### config.mk
export PLATFORM = sky130hd
export DESIGN_NAME = centered_moving_average
export DESIGN_NICKNAME = d
export VERILOG_FILES = /design/src/sv/cma_pkg.sv /design/src/sv/cma_div.sv /design/src/sv/centered_moving_average.sv
export SDC_FILE = /design/constraint.sdc
export NUM_CORES = 1
export LEC_CHECK = 0
export BUFFER_PORTS_ARGS = -buffer_cell sky130_fd_sc_hd__buf_2
export CAP_MARGIN = 20
export CORE_AREA = 4 4 293 295
export DETAILED_ROUTE_END_ITERATION = 10
export DIE_AREA = 0 0 297 299
export GPL_TIMING_DRIVEN = 0
export PLACE_DENSITY = 0.75
export SYNTH_ARGS = -nofsm -noshare
export SYNTH_HDL_FRONTEND = slang
export SYNTH_HIERARCHICAL = 1
export SYNTH_SLANG_ARGS = --single-unit
### constraint.sdc
create_clock -name clock -period 3.8 [get_ports clock]
set_input_delay 0.19 -clock clock [delete_from_list [all_inputs] [get_ports clock]]
set_output_delay 0.19 -clock clock [all_outputs]
set_load 0.05 [all_outputs]
### src/sv/cma_pkg.sv
`timescale 1ns / 1ps
// ----------------------------------------------------------------------------
// Centered moving average package
// Shared widths and the window length rule for the averaging block.
// ----------------------------------------------------------------------------
package cma_pkg;

   localparam int MAX_WINDOW  = 64;
   localparam int SAMPLE_BITS = 16;
   localparam int LEN_BITS    = 6;
   localparam int INDEX_BITS  = 16;
   localparam int PTR_BITS    = $clog2(MAX_WINDOW);
   localparam int FILL_BITS   = $clog2(MAX_WINDOW + 1);
   // A window of up to 63 full-scale samples needs six extra bits of headroom.
   localparam int SUM_BITS    = SAMPLE_BITS + LEN_BITS;
   localparam int DIV_CNT_BITS = $clog2(SUM_BITS + 1);

   localparam logic [LEN_BITS-1:0] WINDOW_LEN_RESET = LEN_BITS'(11);
   // Largest odd length that still fits in the store.
   localparam int LEN_CAP = ((MAX_WINDOW - 1) % 2 == 0) ? MAX_WINDOW - 2 : MAX_WINDOW - 1;

   typedef logic signed [SAMPLE_BITS-1:0] sample_type;
   typedef logic signed [SUM_BITS-1:0]    sum_type;

   // Zero is taken as one, even lengths drop to the next lower odd value.
   function automatic logic [LEN_BITS-1:0] effective_len(input logic [LEN_BITS-1:0] len);
      logic [LEN_BITS-1:0] n;
      n = len;
      if (n == '0) begin
         n = LEN_BITS'(1);
      end
      if (!n[0]) begin
         n = n - LEN_BITS'(1);
      end
      if (32'(n) > LEN_CAP) begin
         n = LEN_BITS'(LEN_CAP);
      end
      return n;
   endfunction

endpackage

### src/sv/cma_div.sv
`timescale 1ns / 1ps
// ----------------------------------------------------------------------------
// Window sum divider
// Restoring divider, one quotient bit per cycle, truncating toward zero.
// ----------------------------------------------------------------------------
module cma_div (
   input  logic                                clock,
   input  logic                                reset,
   input  logic                                start,
   input  cma_pkg::sum_type                    dividend,
   input  logic [cma_pkg::LEN_BITS-1:0]        divisor,
   output logic                                done,
   output cma_pkg::sample_type                 quotient
);
   import cma_pkg::*;

   logic                    busy_ff, busy_in;
   logic                    done_ff, done_in;
   logic [DIV_CNT_BITS-1:0] cnt_ff, cnt_in;
   logic                    neg_ff, neg_in;
   logic [LEN_BITS-1:0]     div_ff, div_in;
   logic [LEN_BITS-1:0]     rem_ff, rem_in;
   logic [SUM_BITS-1:0]     quo_ff, quo_in;
   sample_type              quot_ff, quot_in;

   logic [LEN_BITS:0]   trial;
   logic                fits;
   logic [SUM_BITS-1:0] mag;
   logic [SUM_BITS-1:0] signed_quo;

   always_comb begin
      trial = {rem_ff, quo_ff[SUM_BITS-1]};
      fits  = trial >= {1'b0, div_ff};
      mag   = dividend[SUM_BITS-1] ? SUM_BITS'(-dividend) : SUM_BITS'(dividend);
      signed_quo = neg_ff ? -{quo_ff[SUM_BITS-2:0], fits} : {quo_ff[SUM_BITS-2:0], fits};

      busy_in = busy_ff;
      done_in = 1'b0;
      cnt_in  = cnt_ff;
      neg_in  = neg_ff;
      div_in  = div_ff;
      rem_in  = rem_ff;
      quo_in  = quo_ff;
      quot_in = quot_ff;

      if (start) begin
         busy_in = 1'b1;
         cnt_in  = DIV_CNT_BITS'(SUM_BITS);
         neg_in  = dividend[SUM_BITS-1];
         div_in  = divisor;
         rem_in  = '0;
         quo_in  = mag;
      end else if (busy_ff) begin
         rem_in = fits ? LEN_BITS'(trial - {1'b0, div_ff}) : trial[LEN_BITS-1:0];
         quo_in = {quo_ff[SUM_BITS-2:0], fits};
         cnt_in = cnt_ff - DIV_CNT_BITS'(1);
         if (cnt_ff == DIV_CNT_BITS'(1)) begin
            busy_in = 1'b0;
            done_in = 1'b1;
            quot_in = signed_quo[SAMPLE_BITS-1:0];
         end
      end
   end

   always_ff @(posedge clock) begin
      if (reset) begin
         busy_ff <= 1'b0;
         done_ff <= 1'b0;
         cnt_ff  <= '0;
      end else begin
         busy_ff <= busy_in;
         done_ff <= done_in;
         cnt_ff  <= cnt_in;
      end
      neg_ff  <= neg_in;
      div_ff  <= div_in;
      rem_ff  <= rem_in;
      quo_ff  <= quo_in;
      quot_ff <= quot_in;
   end

   assign done     = done_ff;
   assign quotient = quot_ff;

endmodule

### src/sv/centered_moving_average.sv
`timescale 1ns / 1ps
// ----------------------------------------------------------------------------
// Centered moving average
// Boxcar mean over the last window_len samples (forced odd), tagged with the center index.
// ----------------------------------------------------------------------------
// Usage:
//   Samples enter on the req_ channel (req_tdata = sample, req_tlast marks the
//   final sample of a signal). Each sample is written to a 64-entry ring store.
//   Once the current signal has supplied at least N samples (N = window_len,
//   forced odd), the item yields one result on the rsp_ channel: the window
//   mean truncated toward zero and the signal position of the center sample.
//   Items without a full window yield nothing and leave the block idle.
//   An item with a result forms the sum from N reads of the store through
//   its one read port, then runs a bit-serial divide by N.
//   The next item is accepted once the result sits in the output register,
//   so a stalled receiver delays input only when a second result is ready.
//   After req_tlast the sample count, fill count and pointer restart at zero.
//   Reset clears all control state and sets window_len to 11; the store
//   needs no clearing since entries are read only after being written.
//   csr_wr_en writes window_len; write it only while the block is idle.
// ----------------------------------------------------------------------------
module centered_moving_average (
   input  logic                               clock,
   input  logic                               reset,
   // Configuration
   input  logic                               csr_wr_en,
   input  logic [cma_pkg::LEN_BITS-1:0]       csr_wr_data,
   // Input items
   input  logic                               req_tvalid,
   output logic                               req_tready,
   input  logic [cma_pkg::SAMPLE_BITS-1:0]    req_tdata,   // [15:0] sample
   input  logic                               req_tlast,   // last_sample
   // Result items
   output logic                               rsp_tvalid,
   input  logic                               rsp_tready,
   output logic [cma_pkg::SAMPLE_BITS+cma_pkg::INDEX_BITS-1:0] rsp_tdata
                                                           // [15:0] average,
                                                           // [31:16] center_index
);
   import cma_pkg::*;

   localparam logic [1:0] ST_IDLE = 2'd0;
   localparam logic [1:0] ST_SUM  = 2'd1;
   localparam logic [1:0] ST_DIV  = 2'd2;
   localparam logic [1:0] ST_OUT  = 2'd3;

   // Ring store with a registered read port.
   sample_type store_mem [MAX_WINDOW];
   sample_type rd_data_ff;

   logic [1:0]            state_ff, state_in;
   logic [LEN_BITS-1:0]   window_len_ff;
   logic [PTR_BITS-1:0]   wr_ptr_ff, wr_ptr_in;
   logic [FILL_BITS-1:0]  fill_ff, fill_in;
   logic [INDEX_BITS-1:0] seen_ff, seen_in;
   logic [PTR_BITS-1:0]   rd_addr_ff, rd_addr_in;
   logic [LEN_BITS-1:0]   rd_cnt_ff, rd_cnt_in;
   logic                  rd_valid_ff, rd_valid_in;
   logic [LEN_BITS-1:0]   n_ff, n_in;
   logic [INDEX_BITS-1:0] center_ff, center_in;
   sum_type               acc_ff, acc_in;
   logic                  rsp_valid_ff, rsp_valid_in;
   logic [SAMPLE_BITS+INDEX_BITS-1:0] rsp_data_ff, rsp_data_in;

   logic                  accept;
   logic [LEN_BITS-1:0]   n_now;
   logic [FILL_BITS-1:0]  fill_next;
   logic                  div_start;
   logic                  div_done;
   sample_type            div_quot;

   assign accept     = req_tvalid && req_tready;
   assign req_tready = (state_ff == ST_IDLE);
   assign n_now      = effective_len(window_len_ff);
   assign fill_next  = (32'(fill_ff) < MAX_WINDOW) ? fill_ff + FILL_BITS'(1) : fill_ff;

   always_comb begin
      state_in     = state_ff;
      wr_ptr_in    = wr_ptr_ff;
      fill_in      = fill_ff;
      seen_in      = seen_ff;
      rd_addr_in   = rd_addr_ff;
      rd_cnt_in    = rd_cnt_ff;
      rd_valid_in  = 1'b0;
      n_in         = n_ff;
      center_in    = center_ff;
      acc_in       = acc_ff;
      rsp_valid_in = rsp_valid_ff && !rsp_tready;
      rsp_data_in  = rsp_data_ff;
      div_start    = 1'b0;

      if (rd_valid_ff) begin
         acc_in = acc_ff + SUM_BITS'(rd_data_ff);
      end

      unique case (state_ff)
         ST_IDLE: begin
            if (accept) begin
               wr_ptr_in  = wr_ptr_ff + PTR_BITS'(1);
               fill_in    = fill_next;
               seen_in    = seen_ff + INDEX_BITS'(1);
               n_in       = n_now;
               // Center is the newest position minus half the window.
               center_in  = seen_ff - INDEX_BITS'(n_now >> 1);
               rd_addr_in = wr_ptr_ff;
               rd_cnt_in  = n_now;
               acc_in     = '0;
               if (32'(fill_next) >= 32'(n_now)) begin
                  state_in = ST_SUM;
               end
               if (req_tlast) begin
                  wr_ptr_in = '0;
                  fill_in   = '0;
                  seen_in   = '0;
               end
            end
         end
         ST_SUM: begin
            if (rd_cnt_ff != '0) begin
               rd_valid_in = 1'b1;
               rd_addr_in  = rd_addr_ff - PTR_BITS'(1);
               rd_cnt_in   = rd_cnt_ff - LEN_BITS'(1);
            end else if (!rd_valid_ff) begin
               div_start = 1'b1;
               state_in  = ST_DIV;
            end
         end
         ST_DIV: begin
            if (div_done) begin
               state_in = ST_OUT;
            end
         end
         ST_OUT: begin
            if (!rsp_valid_ff || rsp_tready) begin
               rsp_valid_in = 1'b1;
               rsp_data_in  = {center_ff, div_quot};
               state_in     = ST_IDLE;
            end
         end
         default: begin
            state_in = ST_IDLE;
         end
      endcase
   end

   always_ff @(posedge clock) begin
      if (accept) begin
         store_mem[wr_ptr_ff] <= req_tdata;
      end
      rd_data_ff <= store_mem[rd_addr_ff];
   end

   always_ff @(posedge clock) begin
      if (reset) begin
         state_ff      <= ST_IDLE;
         window_len_ff <= WINDOW_LEN_RESET;
         wr_ptr_ff     <= '0;
         fill_ff       <= '0;
         seen_ff       <= '0;
         rd_cnt_ff     <= '0;
         rd_valid_ff   <= 1'b0;
         rsp_valid_ff  <= 1'b0;
      end else begin
         state_ff     <= state_in;
         wr_ptr_ff    <= wr_ptr_in;
         fill_ff      <= fill_in;
         seen_ff      <= seen_in;
         rd_cnt_ff    <= rd_cnt_in;
         rd_valid_ff  <= rd_valid_in;
         rsp_valid_ff <= rsp_valid_in;
         if (csr_wr_en) begin
            window_len_ff <= csr_wr_data;
         end
      end
      rd_addr_ff  <= rd_addr_in;
      n_ff        <= n_in;
      center_ff   <= center_in;
      acc_ff      <= acc_in;
      rsp_data_ff <= rsp_data_in;
   end

   cma_div u_div (
      .clock    (clock),
      .reset    (reset),
      .start    (div_start),
      .dividend (acc_ff),
      .divisor  (n_ff),
      .done     (div_done),
      .quotient (div_quot)
   );

   assign rsp_tvalid = rsp_valid_ff;
   assign rsp_tdata  = rsp_data_ff;

endmodule
======== Word level (Yosys, flattened, before mapping) ========
Memory sizes are Yosys's and may differ from the RTL's. A register that Yosys moved wholly into a read port is not among the register bits.
Cells that the tools add are included.
cells by class
  mux-type cells .......................... 41
  magnitude comparators ................... 3
  reduce and logical (&&, ||, !) cells .... 18
  add/subtract/negate cells ............... 12
  eq/ne operators ......................... 11
  bitwise operators ....................... 3
operators by type and width
  cell                   count
  $mux 22                6
  $mux 6                 8
  $mux 16                2
  $pmux 6 s2             2
  $add 22x16->22         1
  $neg 22->22            1
  $sub 6x1->6 const B    3
  $add 16x1->16 const B  1
  $neg 16->16            1
  $sub 16x5->16          1
  $ge 7x6->1             2
  $mux 7                 2
  $mux 1                 12
  $mux 2                 6
  $mux 5                 2
  $ne 2x2->1 const B     4
  $pmux 2 s4             1
  $add 7x1->7 const B    1
  $lt 7x7->1 const B     1
  $add 6x1->6 const B    1
  $logic_not 6->1        1
  $ne 2x1->1 const B     3
  $reduce_and 3->1       2
  $reduce_and 6->1       1
  other kinds (15)       23
storage, ports and cells
  memory bits (writable) .................. 1024
  word-level logic and storage cells ...... 111
  bits in registers ....................... 185
  bits of input ports ..................... 28
  memories kept ........................... 1
  output and inout port bits .............. 34
memory list
  name       words  bits a word  rd ports  clocked after memory_dff  write ports  RTL line                       source
  store_mem  64     16           1         1                         1            centered_moving_average.sv:48  sample_type store_mem [MAX_WINDOW];

======== Longest topological paths before layout ========
  depth after elaboration ................. 8
  depth in mapped cells ................... 14
  depth with buffers taken out ............ 14

======== By module ========
Netlist, hierarchy kept.
by module, submodules not included
  module                   cells each  instances  seq. area each (µm²)  area an instance (µm²)
  centered_moving_average  2388        1          34182.8               46295.7
  cma_div                  310         1          1611.5                3230.6

======== Worst setup path after synthesis ========
No wires, ideal clock.
  kind .................................... register -> register
  start point ............................. register state_ff[1]
  end point ............................... memory store_mem[48][0] in the netlist's numbering, enable pin
  buffers on the path ..................... 1
  arrival ................................. 3373 ps
  library setup time ...................... 431 ps
  period minus slack after synthesis ...... 3804 ps
  cell stages (with the launch flop) ...... 8
  slack ................................... -4 ps
  data required time ...................... 3369 ps
  cells stage by stage .................... dfxtp_1 > inv_1 > ha_1 > nand2_1 > inv_1 > clkbuf_1 > nand4b_1 > nor4_1
on the way
  longest elaborated chain between the ends .. 4
ends and longest elaborated chain
  what                          RTL line                        source
  from (decl)                   centered_moving_average.sv:51   logic [1:0] state_ff, state_in;
  from (signal assigned)        centered_moving_average.sv:164  state_ff <= state_in;
  $logic_not 2->1               centered_moving_average.sv:73   assign req_tready = (state_ff == ST_IDLE);
  net req_tready                centered_moving_average.sv:30   output logic req_tready,
  $logic_and 1x1->1             centered_moving_average.sv:72   assign accept = req_tvalid && req_tready;
  $mux 1                        centered_moving_average.sv:147  if (accept) begin
  $mux 1 (not written as such)  centered_moving_average.sv:148  store_mem[wr_ptr_ff] <= req_tdata;
  to (decl)                     centered_moving_average.sv:48
The timed path passes the listed nets, and every way through them passes these cells.

======== Worst setup path after layout ========
  start point ............................. register state_ff[1]
  end point ............................... memory store_mem[10][5] in the netlist's numbering, enable pin
on the way
  longest elaborated chain between the ends .. 4
ends and longest elaborated chain
  what                          RTL line
  $logic_not 2->1               centered_moving_average.sv:73
  $logic_and 1x1->1             centered_moving_average.sv:72
  $mux 1                        centered_moving_average.sv:147
  $mux 1 (not written as such)  centered_moving_average.sv:148
No other way between the ends.

==> metrics.txt <==
Max Freq 261 MHz; Synth Instances 2,698; skew final 0.0652 ns; syn_nets 2,781; total die area 0.0888 mm^2; Syn-to-layout area delta 13.1%; Hold Crit Depth 1; initial core utilization 0.596; Yosys reg bits 1,224; DR WL met3 12.0 mm; Initial DRC Count 3,273; post-synthesis xor/xnor area fraction 0.0156; most common cell after layout, fill and taps aside edfxtp_1; placed cell count 3,884; post-synthesis cell type count 76; highest routed metal layer met5; worst relative slew slack 0.320; maximum VDD drop 0.694 mV; Worst Hold Endpoint store_mem[30][15]; largest family of logic cells by synthesized area multiplexers; most frequent cells in the layout edfxtp_1 (1,128), mux4_2 (273), nor2_1 (148); later-pin clock latency in the skew report 0.73 ns; pwr/cell area 547 mW/mm^2; Synth Area in Adders 0.0146; fraction of the mapped netlist area in compound gates 0.0412; htree depth 3; drt drc 0; CTS Root Cell clkbuf_16; Startpoint Class flip-flop; Routed wire per std cell 29.4 um; worst-case clock buffer depth 3; CP max FO 10; failing checks negative setup slack; outcome finished, violations left; worst path cell trace inv_1 > ha_1 > nand2_1 > inv_1 > clkbuf_1 > buf_2 > nand3_2 > nor2_1 > buf_4; Final Setup Violations 13; CTS sink cnt 1,224; initial antenna violation count 5; Syn. warnings 6; remaining antenna violation count 0; Die X 297 um; family with the most delay on the worst path buffers and inverters; hold crit path type input pin to flip-flop; vias per cell 6.62; synthesized area 0.0495 mm^2; Rows 106; R2R depth 9; ratio of cells with drive above 1 in the final layout 0.223; TritonCTS buffer count 115; hpwl dp 78.2 mm; register area share after synthesis 0.723; largest net degree at the start of global routing 65; GRT Overall Usage 0.274; Req. time, crit path 4.21 ns; Final Max Slew Viols 0; Tmin final 3.83 ns; DRT Pass-1 Iters 7; min-delay src req_tdata[15]; Reg2Reg Launch Point state_ff[1]; Ports 62; FFs w/ async S/R, synth 0; crit path DAT 4.24 ns; port buffer count 59; total grt overflow 0; hold slack 0.0328 ns; vias in the first global route 27,300; mux contribution to synthesized area 0.141; Nets 3,037; slowest CP cell nor2_1; routed wl met2 59.8 mm; Final Routed Wirelength 121 mm; vias 27,300; Core ar. 0.0832 mm^2; syn avg cell area 18.4 um^2; Final Worst Setup Slack -0.0275 ns; Simple-Gate Fraction of Synth Area 0.0469; RD Place Congestion 0.942; Static Leak 0.0180 uW; worst reg-to-reg setup slack -0.03 ns; Die Span Y 299 um; Post-synth EDFFs 1,128; RSZ-0062 raised after global routing true; slowest stage delay, CP 0.68 ns; Buf/Inv on CP 5; maxcap violations 0; Final Hold Vio Count 0; clock slew at reported path FFs 0.07 ns; r2r endpoint store_mem[10][5]; period utilization 1.01; Synth Flop Type edfxtp_1; TritonCTS clock tree done; Crit Path Class flip-flop to flip-flop; Worst Setup End Kind flip-flop; post-route insts no fill 4,126; dpl ws -0.761 ns; CP most frequent cell inv_1; first-pass GRT wire length 180 mm; actual slew at the worst max-slew pin 1.02 ns; met1 WL 43.1 mm
## final cells by class
type / instances / area, um^2
repair buffers: 140 / 1340
diodes: 1 / 2.50
flip-flops and latches: 1224 / 35800
well taps: 1080 / 1350
multi-input cells: 1283 / 13000
clock inverters: 65 / 568
clock buffers: 143 / 3060
inverters: 46 / 173
fillers: 5118 / 27100
plain buffers: 144 / 732
## synthesized netlist by cell type (45+ instances only)
cell type	count	area [um^2]
o21ai_0	61	305
nor2_1	198	743
nand3_1	45	225
dfxtp_1	96	1920
a21oi_1	79	395
mux4_2	273	6150
edfxtp_1	1128	33900
clkbuf_1	83	312
xnor2_1	46	403
inv_1	45	169
ha_1	52	651
nand2_1	68	255
mux2i_1	78	781
## where the power goes
part / switching, uW / total (uW) / internal (uW)
clock network: 5000 / 11100 / 6060
logic: 2730 / 4550 / 1820
registers: 149 / 15100 / 14900
## worst reg2reg max path: stages (launching register included)
cell	delay, ns
dfxtp_1	0.33
inv_1	0.10
ha_1	0.35
nand2_1	0.22
inv_1	0.16
clkbuf_1	0.49
buf_2	0.46
nand3_2	0.43
nor2_1	0.69
buf_4	0.35
## flip-flops by register name, indices dropped and copies added (netlist names), 16 cells and up
name            flops
rsp_tdata          32
acc_ff             22
seen_ff            16
u_div/quotient     16
center_ff          16
rd_data_ff         16
store_mem        1024
u_div/quo_ff       22
## how the worst max path moves through the flow
| stage | end | from | slack, ns | depth (start not counted) |
|---|---|---|---|---|
| global route | store_mem[18][7] | state_ff[1] | -0.08 | 8 |
| finish | store_mem[10][5] | state_ff[1] | -0.03 | 9 |
| CTS | store_mem[18][7] | state_ff[1] | 0.03 | 8 |
| detailed placement | store_mem[0][4] | state_ff[1] | -0.76 | 8 |
| global placement | store_mem[16][3] | state_ff[1] | -1.10 | 8 |
| floorplan | store_mem[40][0] | state_ff[1] | 0.18 | 6 |
## cell families (layout without fill, tap and decap cells)
logic type,after synthesis,after routing
compound gates,310,310
xor+xnor,88,88
fa+ha+maj,56,56
buf+inv,191,538
flops,1224,1224
mux,354,354
other cells,1,2
simple gates,474,474
## per-layer routing
metal | global-route usage | up-vias
li1 | - | 11400
met1 | 0.355 | 14000
met2 | 0.451 | 1612
met3 | 0.0604 | 342
met4 | 0.123 | 10
met5 | 0 | -
## per-stage QoR
step,util,power (uW),TNS [ns],cell area (um^2)
5_1_grt,0.674,31700,-3.66,56000
3_3_place_gp,0.615,19600,-234.46,51200
2_1_floorplan,-,18200,0,49500
3_5_place_dp,0.625,19700,-121.09,52000
6_report,0.674,30700,-0.219,56000
4_1_cts,0.673,30700,0,55900
## timing repair
| action | 4_1_cts | 5_1_grt |
|---|---|---|
| setup endpoints to repair | 192 | 141 |
| gates resized for setup | 8 | 0 |
| hold buffers | 25 | 1 |
| setup buffers | 4 | 0 |
| pin swaps | 1 | 0 |
| hold endpoints to repair | 156 | 23 |
Power figures use the tool's default switching activity.
